File: src/sv/tcw_pkg.sv
`default_nettype none
package tcw_pkg;

    localparam logic [7:0] CHAR_NEWLINE   = 8'h0a;
    localparam logic [7:0] CHAR_RETURN    = 8'h0d;
    localparam logic [7:0] CHAR_BACKSPACE = 8'h08;
    localparam logic [7:0] CHAR_SPACE     = 8'h20;

    localparam logic [3:0] FG_RESET = 4'h3;
    localparam logic [3:0] BG_RESET = 4'h9;

    localparam logic [1:0] CFG_FG     = 2'd0;
    localparam logic [1:0] CFG_BG     = 2'd1;
    localparam logic [1:0] CFG_ACTIVE = 2'd2;

    localparam logic [1:0] OP_WRITE = 2'd0;
    localparam logic [1:0] OP_CLEAR = 2'd1;
    localparam logic [1:0] OP_READ  = 2'd2;

    localparam logic [1:0] KIND_SET    = 2'd0;
    localparam logic [1:0] KIND_SCROLL = 2'd1;
    localparam logic [1:0] KIND_CLEAR  = 2'd2;
    localparam logic [1:0] KIND_READ   = 2'd3;

    typedef enum logic [1:0] {
        W_SPACE_CUR,
        W_CHAR_CUR,
        W_ZERO,
        W_SPACE_CLR
    } wsel_t;

    typedef enum logic [1:0] {
        CUR_HOLD,
        CUR_ZERO,
        CUR_INC,
        CUR_DEC
    } cur_op_t;

    typedef enum logic [2:0] {
        COL_HOLD,
        COL_CURSOR,
        COL_CURSOR_DEC,
        COL_ZERO,
        COL_INC
    } col_op_t;

    typedef struct packed {
        logic       accept;
        col_op_t    col_op;
        cur_op_t    cur_op;
        logic       mem_we;
        wsel_t      wsel;
        logic       base_inc;
        logic       clr_start;
        logic       emit;
        logic [1:0] kind;
        logic       last;
    } cmd_t;

    typedef struct packed {
        logic [1:0] op;
        logic       is_newline;
        logic       is_backspace;
        logic       cursor_zero;
        logic       cursor_last;
        logic       col_last;
        logic       active;
        logic       out_free;
    } sts_t;

    localparam cmd_t CMD_NOP = '{
        accept:    1'b0,
        col_op:    COL_HOLD,
        cur_op:    CUR_HOLD,
        mem_we:    1'b0,
        wsel:      W_ZERO,
        base_inc:  1'b0,
        clr_start: 1'b0,
        emit:      1'b0,
        kind:      KIND_SET,
        last:      1'b0
    };

endpackage
`default_nettype wire

File: src/sv/tcw_controller.sv
`default_nettype none
module tcw_controller (
    input  wire logic          aclk,
    input  wire logic          aresetn,
    input  wire logic          in_valid,
    output logic               in_ready,
    input  wire tcw_pkg::sts_t sts,
    output tcw_pkg::cmd_t      cmd
);

    typedef enum logic [3:0] {
        S_INIT,
        S_IDLE,
        S_DECODE,
        S_FILL,
        S_PUT,
        S_PUT_BS,
        S_SCROLL_START,
        S_SCROLL_SWEEP,
        S_SCROLL_EMIT,
        S_CLR_SWEEP,
        S_CLR_EMIT,
        S_READ_WAIT,
        S_READ_EMIT
    } state_t;

    state_t state_reg, state_next;

    assign in_ready = (state_reg == S_IDLE);

    always_comb begin
        state_next = state_reg;
        cmd        = tcw_pkg::CMD_NOP;
        unique case (state_reg)
            S_INIT: begin
                cmd.mem_we = 1'b1;
                cmd.wsel   = tcw_pkg::W_SPACE_CLR;
                cmd.col_op = tcw_pkg::COL_INC;
                if (sts.col_last) begin
                    state_next = S_IDLE;
                end
            end
            S_IDLE: begin
                if (in_valid) begin
                    cmd.accept = 1'b1;
                    state_next = S_DECODE;
                end
            end
            S_DECODE: begin
                if (sts.op == tcw_pkg::OP_WRITE) begin
                    if (sts.is_newline) begin
                        cmd.col_op = tcw_pkg::COL_CURSOR;
                        state_next = S_FILL;
                    end else if (sts.is_backspace) begin
                        if (sts.cursor_zero) begin
                            state_next = S_IDLE;
                        end else begin
                            cmd.col_op = tcw_pkg::COL_CURSOR_DEC;
                            cmd.cur_op = tcw_pkg::CUR_DEC;
                            state_next = S_PUT_BS;
                        end
                    end else begin
                        cmd.col_op = tcw_pkg::COL_CURSOR;
                        state_next = S_PUT;
                    end
                end else if (sts.op == tcw_pkg::OP_CLEAR) begin
                    cmd.clr_start = 1'b1;
                    cmd.col_op    = tcw_pkg::COL_ZERO;
                    state_next    = S_CLR_SWEEP;
                end else if (sts.op == tcw_pkg::OP_READ) begin
                    state_next = S_READ_WAIT;
                end else begin
                    state_next = S_IDLE;
                end
            end
            S_FILL: begin
                if (sts.out_free) begin
                    cmd.mem_we = 1'b1;
                    cmd.wsel   = tcw_pkg::W_SPACE_CUR;
                    cmd.emit   = sts.active;
                    cmd.kind   = tcw_pkg::KIND_SET;
                    cmd.col_op = tcw_pkg::COL_INC;
                    if (sts.col_last) begin
                        state_next = S_SCROLL_START;
                    end
                end
            end
            S_PUT: begin
                if (sts.out_free) begin
                    cmd.mem_we = 1'b1;
                    cmd.wsel   = tcw_pkg::W_CHAR_CUR;
                    cmd.emit   = sts.active;
                    cmd.kind   = tcw_pkg::KIND_SET;
                    cmd.last   = !sts.cursor_last;
                    if (sts.cursor_last) begin
                        state_next = S_SCROLL_START;
                    end else begin
                        cmd.cur_op = tcw_pkg::CUR_INC;
                        state_next = S_IDLE;
                    end
                end
            end
            S_PUT_BS: begin
                if (sts.out_free) begin
                    cmd.mem_we = 1'b1;
                    cmd.wsel   = tcw_pkg::W_SPACE_CUR;
                    cmd.emit   = sts.active;
                    cmd.kind   = tcw_pkg::KIND_SET;
                    cmd.last   = 1'b1;
                    state_next = S_IDLE;
                end
            end
            S_SCROLL_START: begin
                cmd.base_inc = 1'b1;
                cmd.col_op   = tcw_pkg::COL_ZERO;
                cmd.cur_op   = tcw_pkg::CUR_ZERO;
                state_next   = S_SCROLL_SWEEP;
            end
            S_SCROLL_SWEEP: begin
                cmd.mem_we = 1'b1;
                cmd.wsel   = tcw_pkg::W_ZERO;
                cmd.col_op = tcw_pkg::COL_INC;
                if (sts.col_last) begin
                    state_next = S_SCROLL_EMIT;
                end
            end
            S_SCROLL_EMIT: begin
                if (!sts.active) begin
                    state_next = S_IDLE;
                end else if (sts.out_free) begin
                    cmd.emit   = 1'b1;
                    cmd.kind   = tcw_pkg::KIND_SCROLL;
                    cmd.last   = 1'b1;
                    state_next = S_IDLE;
                end
            end
            S_CLR_SWEEP: begin
                cmd.mem_we = 1'b1;
                cmd.wsel   = tcw_pkg::W_SPACE_CLR;
                cmd.col_op = tcw_pkg::COL_INC;
                if (sts.col_last) begin
                    state_next = S_CLR_EMIT;
                end
            end
            S_CLR_EMIT: begin
                if (sts.out_free) begin
                    cmd.emit   = 1'b1;
                    cmd.kind   = tcw_pkg::KIND_CLEAR;
                    cmd.last   = 1'b1;
                    state_next = S_IDLE;
                end
            end
            S_READ_WAIT: begin
                state_next = S_READ_EMIT;
            end
            S_READ_EMIT: begin
                if (sts.out_free) begin
                    cmd.emit   = 1'b1;
                    cmd.kind   = tcw_pkg::KIND_READ;
                    cmd.last   = 1'b1;
                    state_next = S_IDLE;
                end
            end
            default: begin
                state_next = S_IDLE;
            end
        endcase
    end

    always_ff @(posedge aclk) begin
        if (!aresetn) begin
            state_reg <= S_INIT;
        end else begin
            state_reg <= state_next;
        end
    end

endmodule
`default_nettype wire

File: config.mk
export PLATFORM = sky130hd
export DESIGN_NAME = tcw_controller
export DESIGN_NICKNAME = d
export VERILOG_FILES = /design/src/sv/tcw_pkg.sv /design/src/sv/tcw_controller.sv
export SDC_FILE = /design/constraint.sdc
export NUM_CORES = 1
export LEC_CHECK = 0
export BUFFER_PORTS_ARGS = -buffer_cell sky130_fd_sc_hd__clkbuf_2
export CORE_ASPECT_RATIO = 1.75
export CORE_MARGIN = 1.5
export CORE_UTILIZATION = 30
export CTS_CLUSTER_DIAMETER = 100
export CTS_CLUSTER_SIZE = 25
export DETAILED_ROUTE_END_ITERATION = 10
export GPL_ROUTABILITY_DRIVEN = 0
export GPL_TIMING_DRIVEN = 0
export PLACE_DENSITY = 0.62
export SLEW_MARGIN = 5
export SYNTH_ARGS = -nofsm -noshare
export SYNTH_HDL_FRONTEND = slang
export SYNTH_SLANG_ARGS = --single-unit
File: constraint.sdc
create_clock -name aclk -period 2.79 [get_ports aclk]
set_input_delay 0.837 -clock aclk [delete_from_list [all_inputs] [get_ports aclk]]
set_output_delay 0.837 -clock aclk [all_outputs]
set_load 0.05 [all_outputs]
Word-level counts from Yosys, hierarchy flattened
Cells that the tools add are included.
{"block": "totals", "ff_bits": 4, "wordCells": 77}
{"block": "classes", "eq_ne": 21, "muxes": 47, "n_reduce_logical": 8}
{"operator": "4-bit two-way mux", "count": 20}
{"operator": "4-bit case mux with 11 select lines", "count": 1}
{"operator": "3-bit two-way mux", "count": 9}
{"operator": "3-bit case mux with 4 select lines", "count": 2}
{"operator": "4-bit == test (second input constant)", "count": 5}
{"operator": "3-bit case mux with 6 select lines", "count": 1}
{"operator": "4-bit by 3-bit == test with 1-bit output (second input constant)", "count": 4}
{"operator": "2-bit != test (second input constant)", "count": 7}
{"operator": "2-bit two-way mux", "count": 5}
{"operator": "4-bit by 2-bit == test with 1-bit output (second input constant)", "count": 2}
{"operator": "7-bit AND reduction", "count": 1}
{"operator": "1-bit two-way mux", "count": 6}
{"operator": "2-bit case mux with 3 select lines", "count": 1}
{"operator": "3-bit OR reduction", "count": 2}
{"operator": "5-bit two-way mux", "count": 1}
{"operator": "1-bit case mux with 5 select lines", "count": 1}
{"operator": "4-bit by 1-bit == test with 1-bit output (second input constant)", "count": 1}
{"operator": "4-bit logical NOT", "count": 1}
{"operator": "2-bit OR reduction", "count": 2}
{"operator": "2-bit by 1-bit == test with 1-bit output (second input constant)", "count": 1}
{"operator": "2-bit == test (second input constant)", "count": 1}
{"operator": "2-bit logical NOT", "count": 1}
{"operator": "1-bit logical NOT", "count": 1}

Logic depth before layout (Yosys ltp)
Gate-level depths: netlist of run 1.
{"block": "depth", "ltp_word": 5, "ltp_mapped": 7}

Worst setup path after synthesis of run 1
Ideal clock, no wire load.
{"block": "synth_timing", "kind": "input -> output", "start": "in sts[0] in the netlist's numbering", "end": "out cmd[10] in the netlist's numbering", "arrival_time_ns": 2.571, "path_slack_ns": -0.618, "path_stages": 2, "n_path_buf": 0, "cell_sequence": "nand2b_1 -> o41ai_1"}
{"item": "start, declared", "line": "tcw_controller.sv:7", "text": "input wire tcw_pkg::sts_t sts,"}
{"item": "end, declared", "line": "tcw_controller.sv:8", "text": "output tcw_pkg::cmd_t cmd"}

==> results of run 1 <==
## cells in the mapped netlist, types with 2 or more instances
cell / count
mux2i_1: 2
inv_1: 5
a21oi_1: 9
nor2b_1: 3
nand2b_1: 3
o21a_1: 4
a31oi_1: 2
and3_1: 2
nor2_1: 10
clkbuf_1: 3
o211ai_1: 2
and2_1: 3
nand3_1: 2
buf_4: 2
or3_1: 2
nor3_1: 3
o41ai_1: 2
nor4b_1: 2
ha_1: 3
o21ai_0: 9
nor4bb_1: 2
o31a_1: 2
dfxtp_1: 4
o32ai_2: 2
nand2_1: 14
nand3b_1: 2
buf_2: 5
## area by class of cell
type / instances / area [sq um]
fill: 282 / 1520
multi-input combinational: 102 / 738
timing repair buffer: 30 / 190
sequential: 4 / 80.1
buffer: 10 / 60.1
clock buffer: 3 / 41.3
tap: 27 / 33.8
inverter: 6 / 26.3
## where the power goes
| group | internal [mW] | switching, mW |
|---|---|---|
| clock network | 0.0918 | 0.0278 |
| logic | 0.200 | 0.385 |
| registers | 0.0686 | 0.0107 |
| total | 0.360 | 0.424 |
## path summary, 6_finish.rpt
kind | startpoint | end | slack, ns | cells past startpoint
worst max register to register | state_reg[3]$_SDFFE_PN0P_ | state_reg[1]$_SDFFE_PN0P_ | 0.99 | 6
worst min register to register | state_reg[2]$_SDFFE_PN0P_ | state_reg[2]$_SDFFE_PN0P_ | 0.88 | 3
worst max-delay path | sts[7] | cmd[10] | 0.03 | 8
worst min-delay path | state_reg[2]$_SDFFE_PN0P_ | state_reg[2]$_SDFFE_PN0P_ | 0.88 | 3
## through the flow
| stage | util, % | TNS [ns] |
|---|---|---|
| after floorplan | - | -0.0900 |
| after global placement | 38.2 | -0.630 |
| after detailed placement | 38.2 | -0.932 |
| after CTS | 41.6 | 0 |
| after global routing | 43.5 | -0.0380 |
| final | 43.5 | 0 |
## repair_timing
action                                  CTS  global route
endpoints found under the setup margin   11            12
hold endpoints to repair                  0             0
setup buffers                             0             3
gates resized for setup                  12            22
pin swaps                                 1             2
## routing by layer
layer  GRT usage, %  up-vias  part of all wire [%]
li1               -      521                     -
met1           16.7      505                    35
met2           36.5       46                    60
met3           1.24        3                   4.0
met4           7.29        0                  0.88
met5              0        -                     0
## worst min-delay path: cells and delay by family (launching register included)
family,cells,cell delay [ns]
buffers and inverters,2,0.39
flip-flops,1,0.33
AO/OA/AOI/OAI,1,0.11
## cells by family after synthesis
family	Yosys count	share of synthesized area [%]
AOI/OAI and AO/OA	41	37.4
DFF	4	9.58
xor gates and xnor gates	1	1.05
muxes	2	2.40
adders and majority gates	3	4.49
buffers and inverters	16	8.83
and+or+nand+nor	55	36.2
==> results.md, run 1 <==
* Status: completed
* Fin. max-slew vios at 0
* Total Power at 0.784 mW
* Fmax at 362 MHz
* Most common cell after layout, fill and taps aside: clkbuf_2
* Pre-CTS setup slack at -0.222 ns
* Clock root buffer: clkbuf_8
* Diode count at 0
* DR DRC count at 0
* Slew headroom at 70.4%
* Vias at 1075
* Worst path max stage delay at 0.25 ns
* Largest net degree at the start of global routing at 11
* Synth area leaders: dfxtp_1 (9.6%), nand2_1 (6.3%), a21oi_1 (5.4%)
* Final hold violations at 0
* Overall Global Routing Usage at 17.6%
* Crit Path Class: in2out
* PortBufs at 27
* Hold Path Class: reg2reg
* Critical path capture point type: primary output
* Crit-path max FO at 4
* Max reg flops at 4
* Mapped Nets at 137
* # IOs at 28
* Critical Path AT at 1.92 ns
* Finish-stage setup viols at 0
* #FFs+latches synth at 4
* Wire per inst at 15.0 um
* DRT antenna net count at 0
* FP Rows at 25
* H-tree levels at 1
* Maximum vdd drop at 0.472 mV
* Critical path, cell by cell: clkbuf_2 > inv_2 > ha_4 > nor2b_4 > and3b_2 > nand2_2 > o41ai_2 > clkbuf_8
* Cells after Synth at 122
* Slowest cell on the critical path: clkbuf_8
* Ys Warns at 0
* Clk_lat worst skew at 0.21 ns
* Drt via density at 5.91
* Synth top area share at 9.58%
* Max-Cap Viols at 0
* Fin cells at 182
* CTS sink cnt at 4
* First drt pass iteration count at 4
* Number of flops mapped to enable cells by yosys at 0
* Hold slack at 0.881 ns
* Fin crit period at 2.76 ns
* Buf+Inv Stages, Crit Path at 3
* Final wirelength at 2.73 mm
* Synthesized area per cell at 6.85 sq um
* Global route total overflow at 0
* Post-DP HPWL at 2.17 mm
* Maximum clock path buffer count at 2
* CTS clk-pin slew, worst paths at 0.03 ns
* Fin area at 0.00117 sq mm
* CTS tree: yes
* RSZ-0062 raised after global routing: yes
* WP data required at 1.95 ns
* First-pass GRT wire length at 4.36 mm
* Placeable Area at 0.00269 sq mm
* Die H at 72.8 um
* Yosys top cell by area: dfxtp_1
* Netlist cell types at 45
* Area delta synth->final at 40.0%
* Pwr dens at 670 mW/mm^2
* Startpoint types: input pin
* Final net count at 172
* Final Skew at 0.00340 ns
* Die X at 42.9 um
* Cell family with most CP delay: simple AND/OR/NAND/NOR gates
* Hold Buf Count CTS at 0
* Setup WS post-layout at 0.0288 ns
* Cell Area, Synth at 836 sq um
* Initial DRC Count at 42
* DP Area at 0.00103 sq mm
* Leakage power at 0.553 nW
* Initial antenna violation count at 0
* DP Cell Count at 176
* Layout cells sized above 1 at 41.3%
* Initial Util at 31.1%
* Most frequent cells in the layout: clkbuf_2 (21), nand2_1 (11), nor2_1 (9), a21oi_1 (9), buf_2 (7)
* Period utilisation layout at 99.0%
* Inserted Clock Buffers at 3
* Seq/Total Area, Yosys at 9.58%
* Predominant post-synthesis flop cell: dfxtp_1
* Least-Margin Pin Slew at 0.432 ns
* Die area at 0.00312 sq mm
* Synth async-reset ratio at 0%
* Number of global-route vias before repair at 1057
(Power assumes the default switching activity.)
==> inputs of run 2 (changes only) <==
- CORE_UTILIZATION: 30 -> 25
- PLACE_DENSITY: 0.62 -> 0.55
==> run 2 against run 1 <==
Effect of this change:
- register-to-register slack improved by 0.02 ns
- routed wire length rose by 4.3%
- critical path depth unchanged
- combinational power is essentially flat
- clock skew grew 0.0017 ns
- via count shrank 4.2%
- first-iteration DRC count shrank 55%
- clock power hardly changed
- non-clock buffer count shrank 1
- die area is 19% higher
- total power grew 0.21%
==> results.md, run 2 (same netlist as run 1, synthesis figures left out) <==
* CTS tree: yes
* Die X at 46.7 um (+8.9%)
* Fin cells at 197 (+8.2%)
* RSZ-0062 raised after global routing: no
* Initial antenna violation count at 0 (unchanged)
* DRT antenna net count at 0 (unchanged)
* Setup TNS at 0 ns (unchanged)
* Overall Global Routing Usage at 15.6% (-2.0 points)
* Most frequent cells in the layout: clkbuf_2 (22), nand2_1 (13), nor2_1 (9), a21oi_1 (9), o21ai_0 (7)
* Inserted Clock Buffers at 3 (unchanged)
* Startpoint types: input pin
* Status: completed
* Setup WS post-layout at 0.0506 ns (+0.0217 ns)
* Period utilisation layout at 98.2% (-0.78 points)
* Wire per inst at 14.4 um (-3.7%)
* Initial Util at 26.3% (-4.7 points)
* Die H at 79.5 um (+9.2%)
* Placeable Area at 0.00318 sq mm (+18%)
* Drt via density at 5.23 (-11%)
* DR DRC count at 0 (unchanged)
* Fin. max-slew vios at 0 (unchanged)
* Max-Cap Viols at 0 (unchanged)
* Hold Buf Count CTS at 0 (unchanged)
* Fin area at 0.00117 sq mm (-0.21%)
* First drt pass iteration count at 4 (unchanged)
* Pre-CTS setup slack at -0.239 ns (-0.0171 ns)
* Pwr dens at 673 mW/mm^2 (+0.42%)
* First-pass GRT wire length at 4.44 mm (+1.7%)
* Crit-path max FO at 4 (unchanged)
* Final net count at 171 (-0.58%)
* CTS sink cnt at 4 (unchanged)
* Diode count at 0 (unchanged)
* WP data required at 1.95 ns (about the same)
* Maximum clock path buffer count at 2 (unchanged)
* FP Rows at 27 (+8.0%)
* Hold Path Class: reg2reg
* Vias at 1030 (-4.2%)
* Maximum vdd drop at 0.423 mV (-10%)
* Initial DRC Count at 19 (-55%)
* Max reg flops at 4 (unchanged)
* Final hold violations at 0 (unchanged)
* Die area at 0.00371 sq mm (+19%)
* Hold slack at 0.878 ns (-0.00249 ns)
* Final wirelength at 2.85 mm (+4.3%)
* Layout cells sized above 1 at 38.3% (-3.0 points)
* Final core occ at 36.8% (-6.7 points)
* Slew headroom at 69.6% (-0.85 points)
* Leakage power at 0.547 nW (-1.0%)
* DP Cell Count at 192 (+9.1%)
* H-tree levels at 1 (unchanged)
* Most common cell after layout, fill and taps aside: clkbuf_2
* PortBufs at 27 (unchanged)
* Critical Path AT at 1.90 ns (-0.02 ns)
* Area delta synth->final at 39.7%
* Finish-stage setup viols at 0 (unchanged)
* Post-DP HPWL at 2.27 mm (+4.5%)
* Fin crit period at 2.74 ns (-0.0217 ns)
* Critical path capture point type: primary output
* # IOs at 28 (unchanged)
* Clock root buffer: clkbuf_8
* Total Power at 0.785 mW (+0.21%)
* DP Area at 0.00105 sq mm (+1.9%)
* Largest net degree at the start of global routing at 11 (unchanged)
* Clk_lat worst skew at 0.22 ns (about the same)
* Final Skew at 0.00508 ns (+0.00169 ns)
* Number of global-route vias before repair at 995 (-5.9%)
* Global route total overflow at 0 (unchanged)
* Fmax at 365 MHz (+0.79%)
* CTS clk-pin slew, worst paths at 0.03 ns (about the same)
* Least-Margin Pin Slew at 0.452 ns (+0.0191 ns)
* Crit Path Class: in2out
run 2: cell count changes in the layout (fill, tap and decap cells not counted), sizes merged:
cell	previous run	this run
clkbuf	30	32
buf	13	10
run 2: final cells by class:
cell class / count / area, sq um
Fill cell: 364 / 2010
Multi-Input combinational cell: 102 / 728
Timing Repair Buffer: 29 / 178
Sequential cell: 4 / 80.1
Buffer: 10 / 60.1
Tap cell: 43 / 53.8
Clock buffer: 3 / 41.3
Inverter: 6 / 26.3
run 2: routing by layer:
layer	up-vias	track usage, %	share of wire [%]
li1	512	-	-
met1	488	16.5	39
met2	26	29.4	58
met3	4	1.13	2.4
met4	0	6.39	1.3
met5	-	0	0
run 2: path summary, 6_finish.rpt:
| check | startpoint | slack [ns] | cells past startpoint | end |
|---|---|---|---|---|
| setup / recovery | sts[8] | 0.05 | 8 | cmd[10] |
| hold / removal | state_reg[3]$_SDFFE_PN0P_ | 0.88 | 3 | state_reg[0]$_SDFFE_PN0P_ |
| setup reg to reg | state_reg[3]$_SDFFE_PN0P_ | 1.01 | 6 | state_reg[1]$_SDFFE_PN0P_ |
| hold reg to reg | state_reg[3]$_SDFFE_PN0P_ | 0.88 | 3 | state_reg[0]$_SDFFE_PN0P_ |
run 2: critical path, cell delays in order:
cell and delay [ns]:
clkbuf_2 0.10, inv_2 0.07, ha_4 0.14, nor2b_4 0.17
and3b_1 0.20, nand2_2 0.07, o41ai_2 0.06, clkbuf_8 0.25
run 2: what timing repair did:
item | in CTS | in global routing
pin swaps | 0 | 2
setup endpoints to repair | 11 | 11
gates resized for setup | 10 | 18
setup buffers | 0 | 2
run 2: where the power goes:
part | switching [mW] | internal, mW | total (mW)
Clock | 0.0288 | 0.0919 | 0.121
Combinational | 0.384 | 0.202 | 0.586
Sequential | 0.0102 | 0.0686 | 0.0788
==> inputs of run 3 (changes only) <==
- SETUP_SLACK_MARGIN: default -> 0.3
==> run 3 against run 2 <==
Effect of this change:
- worst setup slack gained 0.058 ns
- sequential power grew 2%
- clock-buffer cell count is the same
- routed wire length grew 2.6%
- die area is the same
- via count grew 7.5%
- flip-flop and latch count is the same
- non-clock buffer count grew 6
- final area grew 24%
- total power grew 19%
==> results.md, run 3 (same netlist as run 1, synthesis figures left out) <==
* Initial Util at 26.3% (unchanged)
* Max-Cap Viols at 0 (unchanged)
* Vias at 1107 (+7.5%)
* H-tree levels at 1 (unchanged)
* DRT antenna net count at 0 (unchanged)
* FP Rows at 27 (unchanged)
* Post-DP HPWL at 2.18 mm (-4.1%)
* Finish-stage setup viols at 0 (unchanged)
* Critical path capture point type: primary output
* Crit Path Class: in2out
* Fmax at 373 MHz (+2.2%)
* Diode count at 0 (unchanged)
* Die X at 46.7 um (unchanged)
* PortBufs at 27 (unchanged)
* Placeable Area at 0.00318 sq mm (unchanged)
* Overall Global Routing Usage at 17.0% (+1.4 points)
* Most common cell after layout, fill and taps aside: buf_4
* Hold slack at 0.758 ns (-0.120 ns)
* Critical path, cell by cell: buf_8 > inv_4 > ha_4 > nor2b_4 > and3b_1 > nand2_2 > o41ai_4 > clkbuf_8
* Inserted Clock Buffers at 3 (unchanged)
* Final hold violations at 0 (unchanged)
* RSZ-0062 raised after global routing: yes
* Pre-CTS setup slack at -0.0825 ns (+0.157 ns)
* WP data required at 1.95 ns (about the same)
* Pwr dens at 644 mW/mm^2 (-4.3%)
* DR DRC count at 0 (unchanged)
* Critical Path AT at 1.84 ns (-0.06 ns)
* Buf+Inv Stages, Crit Path at 3 (unchanged)
* CTS sink cnt at 4 (unchanged)
* Fin crit period at 2.68 ns (-0.0581 ns)
* DP Area at 0.00114 sq mm (+8.5%)
* Slowest cell on the critical path: clkbuf_8
* Number of global-route vias before repair at 1082 (+8.7%)
* Maximum clock path buffer count at 2 (unchanged)
* DP Cell Count at 192 (unchanged)
* Largest net degree at the start of global routing at 11 (unchanged)
* Final wirelength at 2.92 mm (+2.6%)
* Fin area at 0.00145 sq mm (+24%)
* First-pass GRT wire length at 4.76 mm (+7.3%)
* Cell family with most CP delay: simple AND/OR/NAND/NOR gates
* Most frequent cells in the layout: buf_4 (14), clkbuf_2 (10), a21oi_1 (9), buf_8 (8)
* Leakage power at 0.634 nW (+16%)
* Period utilisation layout at 96.1% (-2.1 points)
* Drt via density at 5.45 (+4.3%)
* CTS clk-pin slew, worst paths at 0.03 ns (about the same)
* Final Skew at 0.00106 ns (-0.00402 ns)
* Final net count at 177 (+3.5%)
* Slew headroom at 68.8% (-0.74 points)
* Final core occ at 45.7% (+8.9 points)
* First drt pass iteration count at 4 (unchanged)
* Maximum vdd drop at 0.453 mV (+7.2%)
* Die area at 0.00371 sq mm (unchanged)
* Startpoint types: input pin
* Setup WS post-layout at 0.109 ns (+0.0581 ns)
* Initial antenna violation count at 0 (unchanged)
* Hold Path Class: reg2reg
* Status: completed
* Crit-path max FO at 2 (-2)
* Hold Buf Count CTS at 0 (unchanged)
* Global route total overflow at 0 (unchanged)
* Least-Margin Pin Slew at 0.456 ns (+0.00411 ns)
* Worst path max stage delay at 0.24 ns (about the same)
* Area delta synth->final at 73.5%
* Max reg flops at 4 (unchanged)
* Fin cells at 203 (+3.0%)
* Die H at 79.5 um (unchanged)
* Fin. max-slew vios at 0 (unchanged)
* Clock root buffer: clkbuf_8
* Clk_lat worst skew at 0.22 ns (about the same)
* Initial DRC Count at 45 (+26)
* Layout cells sized above 1 at 51.2% (+13 points)
* Wire per inst at 14.4 um (-0.43%)
* # IOs at 28 (unchanged)
* CTS tree: yes
[run 3: cell count changes in the layout (fill, tap and decap cells not counted), sizes merged]
cell,before,now
inv,5,6
clkbuf,32,21
clkinvlp,1,0
buf,10,27
[run 3: repair_timing]
item,CTS,global route
endpoints found under the setup margin,16,14
pin swaps,6,5
gates resized for setup,44,28
setup buffers,6,2
[run 3: cell type report]
type                       count  area (sq um)
clock buffer                   3          41.3
fill                         332          1730
timing repair buffer          35           314
multi-input combinational    102           826
sequential                     4          83.8
buffer                        10           101
tap                           43          53.8
inverter                       6          30.0
[run 3: tightest hold or removal path: cells and delay by family, from the launching register on]
family / cells / cell delay (ns)
flip-flops: 1 / 0.33
AO/OA/AOI/OAI: 1 / 0.10
buffers and inverters: 2 / 0.27
[run 3: through the flow]
stage	setup TNS [ns]	power, mW
floorplan	0	0.573
global placement	-0.0865	0.680
detailed placement	-0.123	0.688
CTS	0	0.897
global route	0	0.985
finish	0	0.934
[run 3: where the power goes]
group / leakage (nW) / internal (mW) / switching [mW] / total [mW]
combinational: 0.578 / 0.308 / 0.422 / 0.731
sequential: 0.0341 / 0.0694 / 0.0113 / 0.0807
clock: 0.0216 / 0.0920 / 0.0300 / 0.122
total: 0.634 / 0.470 / 0.464 / 0.934
[run 3: layer usage]
layer | global-route usage, % | up-vias | routed length [um]
met3 | 2.26 | 8 | 128
met1 | 17.8 | 527 | 1060
met5 | 0 | - | 0
met4 | 7.50 | 0 | 59
met2 | 31.3 | 43 | 1680
li1 | - | 529 | -
[run 3: worst paths after layout]
path	start	endpoint	slack, ns	cells after the start
max	sts[8]	cmd[10]	0.11	8
min	state_reg[2]$_SDFFE_PN0P_	state_reg[2]$_SDFFE_PN0P_	0.76	3
max reg2reg	state_reg[0]$_SDFFE_PN0P_	state_reg[2]$_SDFFE_PN0P_	1.04	6
min reg2reg	state_reg[2]$_SDFFE_PN0P_	state_reg[2]$_SDFFE_PN0P_	0.76	3
